===== src/hdl/sxf_pkg.sv =====
`default_nettype none

package sxf_pkg;

  localparam int DIVIDEND_W = 8;
  localparam int REM_W      = 6;
  localparam int DIVISOR_W  = 7;
  localparam int TGT_W      = 7;
  localparam int PIX_W      = 64;

  typedef enum logic [1:0] {
    FUNC_DRAW  = 2'd0,
    FUNC_CLEAR = 2'd1,
    FUNC_READ  = 2'd2
  } func_e;

  typedef enum logic [2:0] {
    ST_IDLE,
    ST_MODX,
    ST_MODY,
    ST_CHECK,
    ST_READ,
    ST_UPDATE,
    ST_DONE
  } state_e;

  typedef struct packed {
    logic                  start;
    logic [DIVIDEND_W-1:0] dividend;
    logic                  sel_h;
  } rem_cmd_t;

  typedef struct packed {
    logic             done;
    logic [REM_W-1:0] rem;
  } rem_sts_t;

  typedef struct packed {
    logic clr;
    logic rd_en;
    logic wr_en;
  } mem_ctl_t;

endpackage

`default_nettype wire


===== src/hdl/sxf_if.sv =====
`default_nettype none

interface sxf_in_if;
  logic       valid;
  logic       ready;
  logic [1:0] func;
  logic [7:0] x_value;
  logic [7:0] y_value;
  logic [3:0] row_index;
  logic [7:0] sprite_byte;
  logic       last_row;

  modport source (output valid, func, x_value, y_value, row_index, sprite_byte, last_row,
                  input ready);
  modport sink (input valid, func, x_value, y_value, row_index, sprite_byte, last_row,
                output ready);
endinterface

interface sxf_out_if;
  logic        valid;
  logic        ready;
  logic        collision;
  logic        sprite_done;
  logic [63:0] row_pixels;

  modport source (output valid, collision, sprite_done, row_pixels, input ready);
  modport sink (input valid, collision, sprite_done, row_pixels, output ready);
endinterface

`default_nettype wire


===== src/hdl/sxf_remunit.sv =====
`default_nettype none

module sxf_remunit import sxf_pkg::*; #(
  parameter int W = 64,
  parameter int H = 32
) (
  input  logic     clk,
  input  logic     rst,
  input  rem_cmd_t cmd,
  output rem_sts_t sts
);

  // x mod n as x - n * floor(x * ceil(2^16 / n) / 2^16), exact for eight-bit x
  localparam int RECIP_SHIFT = 16;
  localparam int RECIP_W     = 14;
  localparam int PROD_W      = DIVIDEND_W + RECIP_W;
  // divisor is at least eight, so the quotient fits five bits
  localparam int QUO_W       = 5;
  localparam int BACK_W      = QUO_W + DIVISOR_W;
  localparam logic [RECIP_W-1:0]   RECIP_X = RECIP_W'((2**RECIP_SHIFT + W - 1) / W);
  localparam logic [RECIP_W-1:0]   RECIP_Y = RECIP_W'((2**RECIP_SHIFT + H - 1) / H);
  localparam logic [DIVISOR_W-1:0] DIV_X   = DIVISOR_W'(W);
  localparam logic [DIVISOR_W-1:0] DIV_Y   = DIVISOR_W'(H);

  logic                  busy;
  logic                  phase;
  logic                  done;
  logic                  sel_h;
  logic [DIVIDEND_W-1:0] dvd;
  logic [QUO_W-1:0]      quo;
  logic [REM_W-1:0]      rem;
  logic [RECIP_W-1:0]    recip;
  logic [DIVISOR_W-1:0]  dsr;
  logic [PROD_W-1:0]     prod;
  logic [BACK_W-1:0]     back;
  logic [BACK_W-1:0]     diff;

  always_comb begin
    recip = sel_h ? RECIP_Y : RECIP_X;
    dsr   = sel_h ? DIV_Y : DIV_X;
    prod  = PROD_W'(dvd) * PROD_W'(recip);
    back  = BACK_W'(quo) * BACK_W'(dsr);
    diff  = BACK_W'(dvd) - back;
  end

  // while busy, the quotient is registered first and the remainder from it after
  always_ff @(posedge clk) begin
    if (rst) begin
      busy  <= 1'b0;
      phase <= 1'b0;
      done  <= 1'b0;
    end else begin
      done <= 1'b0;
      if (cmd.start) begin
        busy  <= 1'b1;
        phase <= 1'b0;
        dvd   <= cmd.dividend;
        sel_h <= cmd.sel_h;
      end else if (busy) begin
        if (!phase) begin
          quo   <= prod[RECIP_SHIFT +: QUO_W];
          phase <= 1'b1;
        end else begin
          rem   <= diff[REM_W-1:0];
          phase <= 1'b0;
          busy  <= 1'b0;
          done  <= 1'b1;
        end
      end
    end
  end

  assign sts.done = done;
  assign sts.rem  = rem;

  a_rem_below_divisor: assert property (@(posedge clk) disable iff (rst)
    done |-> (DIVISOR_W'(rem) < dsr)) else $error("remainder not below divisor");
  a_done_after_busy: assert property (@(posedge clk) disable iff (rst)
    done |-> $past(busy)) else $error("done without a running division");
  a_no_overlap: assert property (@(posedge clk) disable iff (rst)
    busy |-> !done) else $error("busy and done together");

endmodule

`default_nettype wire


===== src/hdl/sxf_rowmem.sv =====
`default_nettype none

module sxf_rowmem import sxf_pkg::*; #(
  parameter int W  = 64,
  parameter int H  = 32,
  parameter int AW = 5
) (
  input  logic          clk,
  input  logic          rst,
  input  mem_ctl_t      ctl,
  input  logic [AW-1:0] rd_addr,
  input  logic [AW-1:0] wr_addr,
  input  logic [W-1:0]  wr_data,
  output logic [W-1:0]  rd_data
);

  logic [W-1:0] mem [H];
  logic [H-1:0] valid;
  logic [W-1:0] rd_q;
  logic         rd_vld_q;

  // a row never written since reset or clear reads as all off
  always_ff @(posedge clk) begin
    if (rst) begin
      valid <= '0;
    end else if (ctl.clr) begin
      valid <= '0;
    end else if (ctl.wr_en) begin
      valid[wr_addr] <= 1'b1;
    end
  end

  always_ff @(posedge clk) begin
    if (ctl.wr_en) begin
      mem[wr_addr] <= wr_data;
    end
  end

  always_ff @(posedge clk) begin
    if (rst) begin
      rd_vld_q <= 1'b0;
    end else if (ctl.rd_en) begin
      rd_vld_q <= valid[rd_addr];
    end
  end

  always_ff @(posedge clk) begin
    if (ctl.rd_en) begin
      rd_q <= mem[rd_addr];
    end
  end

  assign rd_data = rd_vld_q ? rd_q : '0;

  a_no_rd_wr: assert property (@(posedge clk) disable iff (rst)
    !(ctl.rd_en && ctl.wr_en)) else $error("read and write in one cycle");
  a_no_clr_wr: assert property (@(posedge clk) disable iff (rst)
    !(ctl.clr && (ctl.wr_en || ctl.rd_en))) else $error("clear overlaps access");
  a_wr_marks: assert property (@(posedge clk) disable iff (rst)
    ctl.wr_en |=> valid[$past(wr_addr)]) else $error("written row not marked");

endmodule

`default_nettype wire


===== src/hdl/sprite_xor_framebuffer_core.sv =====
// one-bit-per-pixel framebuffer with row-at-a-time sprite xor draw
// in_ch takes one command word: draw one sprite row, clear screen, or read a row
// out_ch returns exactly one word per command: collision flag, sprite_done, row pixels
// the block takes one command at a time; in_ch.ready is high only when idle
// a draw runs both wraps, a range check, a row read and an update (a row below the
// screen stops at the check), a read the y wrap and a row read, clear and unused codes
// skip to the result; the next command is taken in the cycle after it is registered
// the x and y wrap runs on one shared two-step reciprocal remainder unit
// (x for a draw only); an on-screen row is then read and, for a draw, written back
// the row memory has one read and one write port; a row is one memory entry
// a finished word waits in the output register while out_ch.ready is low; the
// next command is taken meanwhile and its result waits at the end of its work
// until that register frees
// reset clears all pixels (per-row valid bits) and the collision flag at once,
// so no clearing pass is needed and a command may follow reset directly
// clear also works through the same valid bits, clearing them as the command is accepted
`default_nettype none

module sprite_xor_framebuffer_core import sxf_pkg::*; #(
  parameter int SCREEN_WIDTH  = 64,
  parameter int SCREEN_HEIGHT = 32
) (
  input  logic       clk,
  input  logic       rst,
  sxf_in_if.sink     in_ch,
  sxf_out_if.source  out_ch
);

  localparam int CW    = $clog2(SCREEN_WIDTH);
  localparam int AW    = $clog2(SCREEN_HEIGHT);
  localparam int EXT_W = SCREEN_WIDTH + 8;

  state_e state, state_next;

  logic [1:0]       func_q;
  logic [7:0]       y_q;
  logic [3:0]       ri_q;
  logic [7:0]       pat_q;
  logic             last_q;
  logic [CW-1:0]    col0;
  logic [REM_W-1:0] yrow;
  logic [AW-1:0]    row;
  logic             collision_flag;

  logic             out_valid;
  logic             out_collision;
  logic             out_done;
  logic [PIX_W-1:0] out_pixels;

  logic             accept;
  logic             load_out;
  logic [TGT_W-1:0] target;
  logic             in_range;
  logic [7:0]       rev;
  logic [EXT_W-1:0] ext;
  logic [SCREEN_WIDTH-1:0] mask;
  logic [SCREEN_WIDTH-1:0] rd_data;

  rem_cmd_t rem_cmd;
  rem_sts_t rem_sts;
  mem_ctl_t mem_ctl;

  sxf_remunit #(
    .W (SCREEN_WIDTH),
    .H (SCREEN_HEIGHT)
  ) u_rem (
    .clk (clk),
    .rst (rst),
    .cmd (rem_cmd),
    .sts (rem_sts)
  );

  sxf_rowmem #(
    .W  (SCREEN_WIDTH),
    .H  (SCREEN_HEIGHT),
    .AW (AW)
  ) u_mem (
    .clk     (clk),
    .rst     (rst),
    .ctl     (mem_ctl),
    .rd_addr (row),
    .wr_addr (row),
    .wr_data (rd_data ^ mask),
    .rd_data (rd_data)
  );

  assign accept   = in_ch.valid && in_ch.ready;
  assign target   = TGT_W'(yrow) + TGT_W'(ri_q);
  assign in_range = target < TGT_W'(SCREEN_HEIGHT);

  // bit 7 of the pattern lands on the origin column; overflow past the edge drops
  always_comb begin
    for (int b = 0; b < 8; b++) begin
      rev[b] = pat_q[7-b];
    end
    ext  = EXT_W'(rev) << col0;
    mask = ext[SCREEN_WIDTH-1:0];
  end

  always_comb begin
    state_next = state;
    case (state)
      ST_IDLE: begin
        if (accept) begin
          case (in_ch.func)
            FUNC_DRAW: state_next = ST_MODX;
            FUNC_READ: state_next = ST_MODY;
            default:   state_next = ST_DONE;
          endcase
        end
      end
      ST_MODX: begin
        if (rem_sts.done) state_next = ST_MODY;
      end
      ST_MODY: begin
        if (rem_sts.done) state_next = (func_q == FUNC_DRAW) ? ST_CHECK : ST_READ;
      end
      ST_CHECK: begin
        state_next = in_range ? ST_READ : ST_DONE;
      end
      ST_READ: begin
        state_next = (func_q == FUNC_DRAW) ? ST_UPDATE : ST_DONE;
      end
      ST_UPDATE: begin
        state_next = ST_DONE;
      end
      ST_DONE: begin
        if (!out_valid || out_ch.ready) state_next = ST_IDLE;
      end
      default: state_next = ST_IDLE;
    endcase
  end

  always_comb begin
    in_ch.ready      = 1'b0;
    load_out         = 1'b0;
    rem_cmd.start    = 1'b0;
    rem_cmd.dividend = y_q;
    rem_cmd.sel_h    = 1'b1;
    mem_ctl.clr      = 1'b0;
    mem_ctl.rd_en    = 1'b0;
    mem_ctl.wr_en    = 1'b0;
    case (state)
      ST_IDLE: begin
        in_ch.ready = 1'b1;
        if (in_ch.func == FUNC_DRAW) begin
          rem_cmd.start    = in_ch.valid;
          rem_cmd.dividend = in_ch.x_value;
          rem_cmd.sel_h    = 1'b0;
        end else if (in_ch.func == FUNC_READ) begin
          rem_cmd.start    = in_ch.valid;
          rem_cmd.dividend = in_ch.y_value;
        end else if (in_ch.func == FUNC_CLEAR) begin
          mem_ctl.clr = in_ch.valid;
        end
      end
      ST_MODX: begin
        rem_cmd.start = rem_sts.done;
      end
      ST_READ: begin
        mem_ctl.rd_en = 1'b1;
      end
      ST_UPDATE: begin
        mem_ctl.wr_en = 1'b1;
      end
      ST_DONE: begin
        load_out = !out_valid || out_ch.ready;
      end
      default: ;
    endcase
  end

  always_ff @(posedge clk) begin
    if (rst) begin
      state <= ST_IDLE;
    end else begin
      state <= state_next;
    end
  end

  always_ff @(posedge clk) begin
    if (accept) begin
      func_q <= in_ch.func;
      y_q    <= in_ch.y_value;
      ri_q   <= in_ch.row_index;
      pat_q  <= in_ch.sprite_byte;
      last_q <= in_ch.last_row;
    end
    if (state == ST_MODX && rem_sts.done) begin
      col0 <= rem_sts.rem[CW-1:0];
    end
    if (state == ST_MODY && rem_sts.done) begin
      yrow <= rem_sts.rem;
      row  <= rem_sts.rem[AW-1:0];
    end
    if (state == ST_CHECK) begin
      row <= target[AW-1:0];
    end
  end

  // flag restarts on row zero of a sprite, even when that row falls off screen
  always_ff @(posedge clk) begin
    if (rst) begin
      collision_flag <= 1'b0;
    end else if (accept && in_ch.func == FUNC_DRAW && in_ch.row_index == '0) begin
      collision_flag <= 1'b0;
    end else if (state == ST_UPDATE && (rd_data & mask) != '0) begin
      collision_flag <= 1'b1;
    end
  end

  always_ff @(posedge clk) begin
    if (rst) begin
      out_valid <= 1'b0;
    end else if (load_out) begin
      out_valid <= 1'b1;
    end else if (out_ch.ready) begin
      out_valid <= 1'b0;
    end
  end

  always_ff @(posedge clk) begin
    if (load_out) begin
      out_collision <= collision_flag;
      out_done      <= (func_q == FUNC_DRAW) ? last_q : 1'b0;
      out_pixels    <= (func_q == FUNC_READ) ? PIX_W'(rd_data) : '0;
    end
  end

  assign out_ch.valid       = out_valid;
  assign out_ch.collision   = out_collision;
  assign out_ch.sprite_done = out_done;
  assign out_ch.row_pixels  = out_pixels;

  a_wr_in_range: assert property (@(posedge clk) disable iff (rst)
    mem_ctl.wr_en |-> (TGT_W'(row) < TGT_W'(SCREEN_HEIGHT)))
    else $error("row write outside screen");
  a_busy_not_ready: assert property (@(posedge clk) disable iff (rst)
    (state != ST_IDLE) |-> !in_ch.ready) else $error("ready while busy");
  a_clear_keeps_flag: assert property (@(posedge clk) disable iff (rst)
    (accept && in_ch.func == FUNC_CLEAR) |=> (collision_flag == $past(collision_flag)))
    else $error("clear changed collision flag");
  a_load_only_done: assert property (@(posedge clk) disable iff (rst)
    load_out |=> (state == ST_IDLE && out_valid)) else $error("result not registered");

endmodule

`default_nettype wire

===== src/flat_wrapper.sv =====
// flat-port wrapper written by rule: the top's interface ports become plain ports
module sprite_xor_framebuffer_core_flat import sxf_pkg::*;
#(
  parameter int SCREEN_WIDTH  = 64,
  parameter int SCREEN_HEIGHT = 32
)
  (clk, rst, in_ch_valid, in_ch_func, in_ch_x_value, in_ch_y_value, in_ch_row_index, in_ch_sprite_byte, in_ch_last_row, in_ch_ready, out_ch_valid, out_ch_collision, out_ch_sprite_done, out_ch_row_pixels, out_ch_ready);
  sxf_in_if in_ch_i ();
  sxf_out_if out_ch_i ();
  input  logic clk;
  input  logic rst;
  input wire logic [$bits(in_ch_i.valid)-1:0] in_ch_valid;
  input wire logic [$bits(in_ch_i.func)-1:0] in_ch_func;
  input wire logic [$bits(in_ch_i.x_value)-1:0] in_ch_x_value;
  input wire logic [$bits(in_ch_i.y_value)-1:0] in_ch_y_value;
  input wire logic [$bits(in_ch_i.row_index)-1:0] in_ch_row_index;
  input wire logic [$bits(in_ch_i.sprite_byte)-1:0] in_ch_sprite_byte;
  input wire logic [$bits(in_ch_i.last_row)-1:0] in_ch_last_row;
  output wire logic [$bits(in_ch_i.ready)-1:0] in_ch_ready;
  output wire logic [$bits(out_ch_i.valid)-1:0] out_ch_valid;
  output wire logic [$bits(out_ch_i.collision)-1:0] out_ch_collision;
  output wire logic [$bits(out_ch_i.sprite_done)-1:0] out_ch_sprite_done;
  output wire logic [$bits(out_ch_i.row_pixels)-1:0] out_ch_row_pixels;
  input wire logic [$bits(out_ch_i.ready)-1:0] out_ch_ready;
  assign in_ch_i.valid = in_ch_valid;
  assign in_ch_i.func = in_ch_func;
  assign in_ch_i.x_value = in_ch_x_value;
  assign in_ch_i.y_value = in_ch_y_value;
  assign in_ch_i.row_index = in_ch_row_index;
  assign in_ch_i.sprite_byte = in_ch_sprite_byte;
  assign in_ch_i.last_row = in_ch_last_row;
  assign in_ch_ready = in_ch_i.ready;
  assign out_ch_valid = out_ch_i.valid;
  assign out_ch_collision = out_ch_i.collision;
  assign out_ch_sprite_done = out_ch_i.sprite_done;
  assign out_ch_row_pixels = out_ch_i.row_pixels;
  assign out_ch_i.ready = out_ch_ready;
  sprite_xor_framebuffer_core #(.SCREEN_WIDTH(SCREEN_WIDTH), .SCREEN_HEIGHT(SCREEN_HEIGHT)) u_core (.clk(clk), .rst(rst), .in_ch(in_ch_i), .out_ch(out_ch_i));
endmodule

===== config.mk =====
export PLATFORM = sky130hd
export DESIGN_NAME = sprite_xor_framebuffer_core_flat
export DESIGN_NICKNAME = d
export VERILOG_FILES = /design/src/hdl/sxf_pkg.sv /design/src/hdl/sxf_if.sv /design/src/hdl/sxf_remunit.sv /design/src/hdl/sxf_rowmem.sv /design/src/hdl/sprite_xor_framebuffer_core.sv /design/src/flat_wrapper.sv
export SDC_FILE = /design/constraint.sdc
export NUM_CORES = 2
export LEC_CHECK = 0
export ABC_AREA = 1
export BUFFER_PORTS_ARGS = -buffer_cell sky130_fd_sc_hd__clkbuf_2
export CAP_MARGIN = 20
export CELL_PAD_IN_SITES_DETAIL_PLACEMENT = 1
export CELL_PAD_IN_SITES_GLOBAL_PLACEMENT = 1
export CORE_ASPECT_RATIO = 0.6
export CORE_MARGIN = 8
export CORE_UTILIZATION = 53
export DETAILED_ROUTE_END_ITERATION = 10
export PLACE_DENSITY_LB_ADDON = 0.1
export SETUP_SLACK_MARGIN = 0.3
export SLEW_MARGIN = 15
export SYNTH_ARGS = -nofsm -noshare
export SYNTH_HDL_FRONTEND = slang
export SYNTH_SLANG_ARGS = --single-unit

===== constraint.sdc =====
create_clock -name clk -period 6.63 [get_ports clk]
set_input_delay 0.663 -clock clk [delete_from_list [all_inputs] [get_ports clk]]
set_output_delay 0.663 -clock clk [all_outputs]
set_load 0.02 [all_outputs]

### Word-level counts from Yosys, hierarchy flattened

Memories as Yosys holds them, arrays and structs flattened. A register that Yosys moved wholly into a read port is not among the register bits.
Index checks and enable logic that the tools add are counted.

| storage, ports and cells | value |
|---|---|
| bits in writable memories | 2048 |
| memories kept | 1 |
| bits in latches | 0 |
| input port bits | 35 |
| register bits after elaboration | 167 |
| logic and storage cells | 115 |
| output and inout bits | 68 |
| ROM bits | 0 |

| cells by class | value |
|---|---|
| equality and inequality tests | 13 |
| order comparisons | 3 |
| shifts and indexed selects | 1 |
| add/sub/neg operators | 2 |
| bitwise logic cells | 7 |
| reduce and logical (&&, ||, !) cells | 24 |
| multipliers | 2 |
| div/mod/pow operators | 0 |
| mux-type cells | 39 |

Memory list:

| memory | depth | width | read ports | clocked after memory_dff | write ports | RTL line | text |
|---|---|---|---|---|---|---|---|
| u_core.u_mem.mem | 32 | 64 | 1 | 1 | 1 | sxf_rowmem.sv:17 | `logic [W-1:0] mem [H];` |

Operators by type and width:

| kind | count |
|---|---|
| $and 64x64->64 | 1 |
| $mux 64 | 1 |
| $reduce_bool 64->1 | 1 |
| $shl 8x6->64 | 1 |
| $xor 64x64->64 | 1 |
| $or 32x32->32 | 1 |
| $mux 9 | 3 |
| $pmux 3 s7 | 1 |
| $mul 8x12->20 | 1 |
| $mux 1 | 19 |
| $mux 3 | 5 |
| $mux 12 | 1 |
| $reduce_and 4->1 | 3 |
| $mux 5 | 2 |
| $eq 3x3->1 const B | 3 |
| $add 6x4->7 | 1 |
| $logic_and 1x1->1 | 7 |
| $lt 7x6->1 const B | 1 |
| $mul 5x7->6 | 1 |
| $mux 7 | 1 |
| $eq 3x2->1 const B | 2 |
| $lt 5x6->1 const B | 1 |
| $pmux 3 s2 | 1 |
| $reduce_or 2->1 | 3 |
| 20 further kinds | 29 |

### Logic depth before layout (Yosys ltp)

| logic depth | value |
|---|---|
| depth after elaboration | 6 |
| gate-level depth with buffers | 19 |
| mapped depth without buffers | 19 |

### Hierarchy

A second synthesis with hierarchy kept.

| second synthesis, totals | value |
|---|---|
| cell total of the unflattened synthesis | 7409 |
| area, all modules | 91464.0 um2 |

By module, submodules not included:

| module | area an instance (um2) | seq. area each (um2) | instances | cells each |
|---|---|---|---|---|
| sxf_rowmem | 84065.6 | 64081.5 | 1 | 6591 |
| sprite_xor_framebuffer_core | 6520.0 | 3283.1 | 1 | 735 |
| sxf_remunit | 878.3 | 510.5 | 1 | 83 |

### Worst setup path before layout

OpenSTA, ideal clock, no wires.

| timing path | value |
|---|---|
| path type | input port to flip-flop |
| start point | input port out_ch_ready |
| end point | register u_core.out_collision (netlist: u_core.out_ch.collision), enable pin |
| path buffers | 0 |
| stages on the path | 2 |
| setup time | 571 ps |
| arrival time | 5194 ps |
| required time | 6059 ps |
| slack | 865 ps |
| path through | nor2_1 > nor3_1 |

| between the ends | value |
|---|---|
| longest elaborated chain between the ends | 2 |

Ends and longest elaborated chain:

| what | RTL line | text |
|---|---|---|
| start: declaration | flat_wrapper.sv:24 | `input wire logic [$bits(out_ch_i.ready)-1:0] out_ch_ready;` |
| $logic_or 1x1->1 | sprite_xor_framebuffer_core.sv:167 | `load_out = !out_valid \|\| out_ch.ready;` |
| $mux 1 | sprite_xor_framebuffer_core.sv:143 | `case (state)` |
| via u_core.load_out | sprite_xor_framebuffer_core.sv:51 | `logic load_out;` |
| end signal: assignment | sprite_xor_framebuffer_core.sv:224 | `out_collision <= collision_flag;` |
| end: declaration | sprite_xor_framebuffer_core.sv:46 | `logic out_collision;` |

The timed path passes the listed nets, and every way through them passes these cells.
A chain may end at the register's enable or synchronous reset.

### Worst setup path after layout

| timing path | value |
|---|---|
| start point | register u_core.col0[3] |
| end point | register u_core.collision_flag |

| between the ends | value |
|---|---|
| longest elaborated chain between the ends | 4 |

Ends and longest elaborated chain:

| what | RTL line | text |
|---|---|---|
| start: declaration | sprite_xor_framebuffer_core.sv:40 | `logic [CW-1:0] col0;` |
| start signal: assignment | sprite_xor_framebuffer_core.sv:190 | `col0 <= rem_sts.rem[CW-1:0];` |
| $shl 8x6->64 | sprite_xor_framebuffer_core.sv:96 | `ext = EXT_W'(rev) << col0;` |
| $and 64x64->64 | sprite_xor_framebuffer_core.sv:207 | `end else if (state == ST_UPDATE && (rd_data & mask) != '0) begin` |
| $reduce_bool 64->1 | sprite_xor_framebuffer_core.sv:207 |  |
| $logic_and 1x1->1 | sprite_xor_framebuffer_core.sv:207 |  |
| end signal: assignment | sprite_xor_framebuffer_core.sv:204 | `collision_flag <= 1'b0;` |
| end signal: assignment | sprite_xor_framebuffer_core.sv:206 | `collision_flag <= 1'b0;` |
| end signal: assignment | sprite_xor_framebuffer_core.sv:208 | `collision_flag <= 1'b1;` |
| end: declaration | sprite_xor_framebuffer_core.sv:43 | `logic collision_flag;` |

No other way between the ends.

==> reports/results.ini <==
[logic_synthesis]
async_flop_share_pct=0
synth_flop_cell=edfxtp_1
synth_edf_count=2232
synth_top_area_cell=edfxtp_1
netlist-cell-type-count=32
yosysWarnings=0
synth_area_sq_mm=0.08658
ys_ff_latch=2273
synth_top_area_share_pct=77.42
synth_cells=5885
synth.avg_cell_area_sq_um=14.71
ys_seq_area_share_pct=78.36
synth_area_leaders=edfxtp_1 77%, a22oi_1 8.9%, nand2_1 6.2%, nor2_1 1.5%, ha_1 1.1%

[clocking]
insertion_delay_ns=0.86
htree_levels=4
cts_num_sinks=2273
cts_resized=0
cts_tree=built
cts_made_buffers=208
postCtsSetupBuffers=0
clockBufferDepth=4
clk_pin_slew_ns=0.06
root_buffer=clkbuf_16

[cells_and_area]
final_cell_mix=2,232 x edfxtp_1, 1,432 x nand2_1, 1,026 x a22oi_1, 304 x nor2_1, 212 x clkbuf_16
post_route_cells_drive_above_1_share_pct=9.091
nNetsFinal=6123
final_cells=8336
area_growth_pct=11.50
layout_commonest_cell=edfxtp_1
fillers=15012
post-route-util_pct=59.21

[placement]
portBuffers=100
place_congestion=0.8467
dp_hpwl_microns=139600
dp_cells=7947

[worst_setup_path]
path_common_cell=nor2_1
worst-path-buf-inv=1
cp-end-kind=flip-flop
r2r_start=u_core.col0[3]$_DFFE_PP_
crit_chain=clkinv_1, o21ai_1, nor2_1, ha_1, nor2_1, nand2_1, nor2_1, nand2_1, nor3_1, nand2_1, a21oi_1, nor2_1
reg2reg_slack_ns=2.43
slowest_stage=o21ai_1
crit_fanout=18
crit_type=reg -> reg
cp_data_arrival_time_ns=4.92
critPathMaxStageDelay_ns=0.94
required_ns=7.35
r2r-end=u_core.collision_flag$_SDFFE_PP0P_
crit_family=simple AND/OR/NAND/NOR gates
start_kind=flip-flop
reg2regPathDepth=12

[timing]
setup_violations=0
skew_ns=0.05003
setup_tns_ns=0
worstMarginPinSlew_ns=1.196
maxSlewHeadroom_pct=20.29
fin_crit_ns=4.204
finalCritPeriodShare_pct=63.41
fmax_ghz=0.2379
slew_violations=0
timing.final.hold_violations=0
rsz0062_at_grt=false

[worst_hold_path]
min_from=in_ch_sprite_byte[3]
holdPathStages=1
holdCritPathClass=in -> reg
min_to=u_core.pat_q[3]$_DFFE_PP_

[die]
initial_core_util_pct=53.11
die_area_sq_mm=0.1770
row_count=115
die_w_microns=537.8
coreArea_sq_mm=0.1630
pin_count=103
die_h_microns=329.1

[global_routing]
grt_use_met2_pct=47.31
antenna_found_initial=3
grt_first_pass_wirelength_microns=390300
busiest_layer=met2
overflow=0
grtUsageMet3_pct=5.340
use_met1_pct=44.97
grt_pass1_vias=54521
grt_max_degree=167
grt_use_total_pct=30.51

[job]
maxCapViolations=0

[detailed_routing]
wirelength_microns=275000
drt_first_pass_iters=5
wl_per_cell_microns=32.99
ant_nets=0
drtIter0Drc=7527
via_per_inst=6.428
num_vias=53585
drc=0

[pwr]
ir_worst_vdd_v=0.0002666
powerDensity_mw_per_mm2=319.6
cellLeakagePower_uw=0.03409

[run_status]
status=completed

[sequential cells by signal, summed over array words and instances (netlist names), 2 cells and up]
| register | flops |
|---|---|
| u_core.col0 | 6 |
| u_core.func_q | 2 |
| u_core.out_ch.row_pixels | 64 |
| u_core.pat_q | 8 |
| u_core.ri_q | 4 |
| u_core.row | 5 |
| u_core.state | 3 |
| u_core.u_mem.mem | 2048 |
| u_core.u_mem.rd_q | 64 |
| u_core.u_mem.valid | 32 |
| u_core.u_rem.dvd | 7 |
| u_core.u_rem.rem | 6 |
| u_core.y_q | 7 |
| u_core.yrow | 6 |
[synth_stat cells, types with 30 or more instances]
cell         n
a21oi_1     38
o21ai_0     32
edfxtp_1  2232
nor2_1     337
buf_2      138
dfxtp_1     41
buf_1       30
nand2_1   1433
clkbuf_1   143
ha_1        75
nand3_1     47
nand4_1     74
inv_1      172
a22oi_1   1026
[report_power, final]
group          internal, uW  switching [uW]
logic                   498            1990
registers             16700             144
clock network          6300            5230
[cell type report]
cell class                 count  area [sq um]  share of cell area, %
timing repair buffer         227          1944                  2.014
inverter                     185         706.9                 0.7323
antenna                        1         2.502               0.002592
clock buffer                 262          5523                  5.721
sequential                  2273         67850                  70.28
multi-input combinational   3117         17020                  17.63
tap                         2164          2708                  2.805
clock inverter               107         783.3                 0.8114
[metrics by stage]
stage / instance area, sq um / hold slack (ns) / total power (uW) / worst slack [ns]
6_report: 96540 / 0.06507 / 30850 / 2.426
5_1_grt: 96530 / 0.02218 / 31610 / 2.303
4_1_cts: 96330 / 0.01567 / 30870 / 2.572
3_5_place_dp: 89950 / 0.4229 / 19520 / 2.598
3_3_place_gp: 89900 / 0.4255 / 19400 / 2.580
2_1_floorplan: 86580 / 0.4003 / 18440 / 0.8648
[how the worst max path moves through the flow]
stage / cells after the start / startpoint / slack (ns) / endpoint
detailed placement: 6 / u_core.row[2]$_DFFE_PP_ / 2.60 / u_core.u_mem.mem[14][9]$_DFFE_PP_
global placement: 12 / u_core.col0[3]$_DFFE_PP_ / 2.58 / u_core.collision_flag$_SDFFE_PP0P_
finish: 12 / u_core.col0[3]$_DFFE_PP_ / 2.43 / u_core.collision_flag$_SDFFE_PP0P_
global route: 6 / u_core.col0[4]$_DFFE_PP_ / 2.30 / u_core.u_mem.mem[22][23]$_DFFE_PP_
floorplan: 2 / out_ch_ready / 0.86 / u_core.out_ch.collision$_DFFE_PP_
CTS: 6 / u_core.row[2]$_DFFE_PP_ / 2.57 / u_core.u_mem.mem[14][59]$_DFFE_PP_
[kinds of logic (layout without fill, tap and decap cells)]
family          after synthesis  in the layout  synth area share [%]
flops                      2273           2273                 78.36
xor+xnor                      8              8               0.08092
simple gates               1928           1928                 8.732
compound gates             1101           1101                 9.342
other cells                   1              4              0.004331
fa+ha+maj                    76             76                 1.107
buf+inv                     497            781                 2.359
mux                           1              1               0.01156
[timing repair]
item                                    in CTS  in global routing
endpoints found under the setup margin       0                  0
endpoints found under the hold margin        8                  0
hold buffers                                 8                  0
[metal layers]
layer | wire length, microns | part of all wire, %
met4 | 7974 | 2.9
met3 | 25850 | 9.4
met2 | 125600 | 46
met5 | 0 | 0
met1 | 115600 | 42
Power figures use the tool's default switching activity.
